`src/sv/dwh_ram.sv`:
```
// Generic single-write, single-read RAM with registered read data.
// No dependencies.
module dwh_ram #(
  parameter int unsigned WIDTH = 32,
  parameter int unsigned DEPTH = 64
) (
  input  logic                     clk_i,
  input  logic                     we_i,
  input  logic [$clog2(DEPTH)-1:0] waddr_i,
  input  logic [WIDTH-1:0]         wdata_i,
  input  logic [$clog2(DEPTH)-1:0] raddr_i,
  output logic [WIDTH-1:0]         rdata_o
);

  logic [WIDTH-1:0] mem_q [DEPTH];

  always_ff @(posedge clk_i) begin
    if (we_i) begin
      mem_q[waddr_i] <= wdata_i;
    end
    rdata_o <= mem_q[raddr_i];
  end

endmodule

```
`config.mk`:
```
export PLATFORM = sky130hd
export DESIGN_NAME = dwh_ram
export DESIGN_NICKNAME = d
export VERILOG_FILES = /design/src/sv/dwh_ram.sv
export SDC_FILE = /design/constraint.sdc
export NUM_CORES = 2
export LEC_CHECK = 0
export BUFFER_PORTS_ARGS = -buffer_cell sky130_fd_sc_hd__buf_2
export CAP_MARGIN = 25
export CORE_MARGIN = 2
export CORE_UTILIZATION = 65
export CTS_CLUSTER_DIAMETER = 150
export CTS_CLUSTER_SIZE = 28
export DETAILED_ROUTE_END_ITERATION = 10
export PLACE_DENSITY = 0.82
export SETUP_SLACK_MARGIN = 0.4
export SLEW_MARGIN = 5
export SYNTH_ARGS = -nofsm -noshare
export SYNTH_HDL_FRONTEND = slang
export SYNTH_SLANG_ARGS = --single-unit
```
`constraint.sdc`:
```
create_clock -name clk_i -period 6.6 [get_ports clk_i]
set_input_delay 0.66 -clock clk_i [delete_from_list [all_inputs] [get_ports clk_i]]
set_output_delay 0.66 -clock clk_i [all_outputs]
set_load 0.05 [all_outputs]
```
==> insert_results.sql <==
INSERT INTO impl_metrics (metric_group, metric, value, unit) VALUES
('synthesis', 'netlist-cell-type-count', '34', ''),
('global_route', 'grt_max_degree', '104', ''),
('cts', 'cts_buffers', '84', ''),
('sta', 'finalHoldViolations', '0', ''),
('sta', 'fin_skew', '0.0268', 'ns'),
('outcome', 'outcome', 'finished clean', ''),
('synthesis', 'synth_adder_area_share', '0', '%'),
('cts', 'cts_resized', '0', ''),
('synthesis', 'post_synth_xor_area_fraction', '0', '%'),
('global_route', 'first_pass_grt_wire_length', '285000', 'um'),
('route', 'drt-vias-per-instance', '7.41', ''),
('worst_setup_path', 'setup.worst_path.end', 'rdata_o[16]', ''),
('cts', 'cts.reportedPaths.clkPinSlew', '0.11', 'ns'),
('die', 'die_w', '352', 'um'),
('synthesis', 'synth_area_leader_cell', 'sky130_fd_sc_hd__edfxtp_1', ''),
('global_route', 'first_global_vias', '38500', ''),
('cts', 'tritoncts_num_sinks', '2080', ''),
('worst_setup_path', 'startpoint', 'raddr_i[1]', ''),
('route', 'post-route-drc-count', '0', ''),
('cts', 'clock_tree.htree_level_count', '3', ''),
('route', 'drt-pass1-iter-count', '6', ''),
('synthesis', 'syn_nets', '3370', ''),
('cells_and_area', 'layout-drive-gt1-share', '26.2', '%'),
('worst_setup_path', 'critical_path.reg2reg.startpoint', 'mem_q[35][16]', ''),
('cts', 'postCtsHoldBufs', '0', ''),
('synthesis', 'yosysWarnings', '0', ''),
('flow_run', 'maxCapViolCount', '0', ''),
('route', 'routed-via-count', '37900', ''),
('placement', 'io_buffers', '77', ''),
('worst_setup_path', 'rrSetupSlack', '3.93', 'ns'),
('placement', 'dp_hpwl', '107000', 'um'),
('die', 'boundaryPins', '78', ''),
('cells_and_area', 'fin_nets', '3486', ''),
('synthesis', 'synth-compound-area-share', '1.67', '%'),
('sta', 'layout_min_cycle_time', '3.64', 'ns'),
('synthesis', 'number_of_enable_flip_flop_cells_after_synthesis', '2048', ''),
('die', 'starting_density', '65.5', '%'),
('worst_setup_path', 'worst_setup_path_start_kind', 'input port', ''),
('power_and_ir_drop', 'internal_cell_power', '17.6', 'mW'),
('sta', 'timing.final.max_slew_violations', '0', ''),
('synthesis', 'synth_seq_area_share', '79.1', '%'),
('sta', 'slew_headroom', '28.9', '%'),
('sta', 'timing.final.setup_violations', '0', ''),
('power_and_ir_drop', 'vdd_ir_drop_max', '0.000289', 'V'),
('synthesis', 'synthFlopType', 'sky130_fd_sc_hd__edfxtp_1', ''),
('synthesis', 'synth.mux.area_fraction', '16.8', '%'),
('synthesis', 'main_combinational_cell_family_by_area_after_synthesis', 'multiplexers', ''),
('worst_setup_path', 'crit_path_max_fanout', '98', ''),
('synthesis', 'synth_seq_cells', '2080', ''),
('power_and_ir_drop', 'power.share.sequential', '65.4', '%'),
('sta', 'tightestPinTransition', '1.06', 'ns'),
('synthesis', 'synth.area.top_cells', 'sky130_fd_sc_hd__edfxtp_1 78%, sky130_fd_sc_hd__mux4_2 16%, sky130_fd_sc_hd__mux2i_1 1.2%', ''),
('sta', 'holdWs', '0.328', 'ns'),
('sta', 'fin_crit_sh', '55.2', '%'),
('min_path', 'hold_path_startpoint', 'wdata_i[26]', ''),
('synthesis', 'synthArstFlopShare', '0', '%'),
('worst_setup_path', 'type_of_the_worst_setup_path', 'in -> reg', ''),
('power_and_ir_drop', 'total_power', '22.4', 'mW'),
('sta', 'fin_setup_tns', '0', 'ns'),
('synthesis', 'synth_top_area_share', '78.3', '%'),
('worst_setup_path', 'r2r_end', 'rdata_o[16]', ''),
('min_path', 'hold_path.class', 'in -> reg', ''),
('power_and_ir_drop', 'power.share.switching', '21.5', '%'),
('placement', 'globalplace.congestion', '0.809', ''),
('global_route', 'global_route.usage.total', '33.7', '%'),
('die', 'die_area', '0.124', 'mm^2'),
('route', 'finalWirelength', '205000', 'um'),
('synthesis', 'postSynthAreaPerCell', '23.6', 'um^2'),
('worst_setup_path', 'arrival_time_of_the_worst_setup_path', '4.19', 'ns'),
('cts', 'max-clock-path-buffers', '3', ''),
('route', 'dr.first_iter.drc_count', '6578', '');
-- worst min path at each step --
| stage | to | slack (ns) | depth (start not counted) |
|---|---|---|---|
| 2_1_floorplan | rdata_o[17] | 0.66 | 4 |
| 3_3_place_gp | rdata_o[4] | 0.73 | 4 |
| 3_5_place_dp | rdata_o[8] | 0.73 | 4 |
| 4_1_cts | mem_q[13][11] | 0.45 | 1 |
| 5_1_grt | mem_q[34][26] | 0.30 | 1 |
| 6_report | mem_q[44][26] | 0.33 | 1 |
-- cells by family after synthesis --
family / count (synthesis)
flip-flops: 2080
buffers and inverters: 182
AND/OR/NAND/NOR: 223
AO/OA/AOI/OAI: 202
multiplexers: 637
-- synthesized netlist by cell type, drive strengths merged, types with 12 or more instances --
cell type	number
edfxtp	2048
mux4	544
nor2	137
buf	108
mux2i	93
o22ai	84
clkbuf	74
a21oi	62
dfxtp	32
o221ai	27
nand2	26
nor2b	15
a22oi	12
-- state kept, by name, indices dropped and copies added (netlist names) --
name and cells:
rdata_o 32, mem_q 2048
-- worst max-delay path, stage by stage --
cell and delay, ns:
sky130_fd_sc_hd__buf_8 0.64, sky130_fd_sc_hd__buf_4 0.61, sky130_fd_sc_hd__mux4_2 0.59, sky130_fd_sc_hd__o221ai_1 0.54, sky130_fd_sc_hd__a21oi_1 0.14, sky130_fd_sc_hd__a21oi_1 0.76
sky130_fd_sc_hd__nor2_1 0.16
-- metal layers --
metal  GRT usage [%]  routed length [um]  share of wire, %  vias to the layer above
met5               0                 186             0.091                        -
met4            15.9               11100               5.4                       10
met3            7.77               27100                13                      550
met2            54.0              100000                49                     3296
met1            45.0               65900                32                    19700
li1                -                   -                 -                    14300
-- cell usage in the layout, fill, tap and decap left out, drive strengths merged --
| master | instances |
|---|---|
| a21oi | 62 |
| a22oi | 12 |
| a311oi | 8 |
| a31oi | 1 |
| a41o | 4 |
| and2 | 2 |
| and3 | 4 |
| buf | 212 |
| clkbuf | 141 |
| dfxtp | 32 |
| diode | 6 |
| edfxtp | 2048 |
| inv | 2 |
| mux2i | 93 |
| mux4 | 544 |
| nand2 | 26 |
| nand2b | 8 |
| nand3 | 5 |
| nand3b | 5 |
| nand4 | 2 |
| nand4b | 1 |
| nor2 | 137 |
| nor2b | 15 |
| nor3 | 7 |
| o221ai | 27 |
| o22ai | 84 |
| o32ai | 4 |
| or2 | 3 |
| or3 | 3 |
| or3b | 5 |
-- per-stage QoR --
step / setup WS, ns / area, um^2 / instances / utilization [%]
2_1_floorplan: 2.78 / 78500 / 3324 / -
4_1_cts: 3.15 / 84000 / 5082 / 70.1
5_1_grt: 2.91 / 84500 / 5110 / 70.6
3_3_place_gp: 2.45 / 81400 / 4933 / 68.0
6_report: 2.96 / 84600 / 5115 / 70.6
3_5_place_dp: 2.44 / 81600 / 4939 / 68.1
-- area by class of cell --
cell class	count	area, um^2
clock inverter	2	28.8
antenna	6	15.0
sequential	2080	62100
clock buffer	141	2380
tap	1612	2020
fill	6515	35300
multi-input combinational	1062	16000
timing repair buffer	212	2000
-- power by group through the flow --
stage          registers, mW  logic [mW]  clock network, mW
2_1_floorplan           15.0       0.711                  0
5_1_grt                 14.7        1.54               6.66
6_report                14.7        1.49               6.28
3_5_place_dp            15.0        1.41                  0
4_1_cts                 14.7        1.43               6.28
3_3_place_gp            15.0        1.34                  0
(Power assumes the default switching activity.)
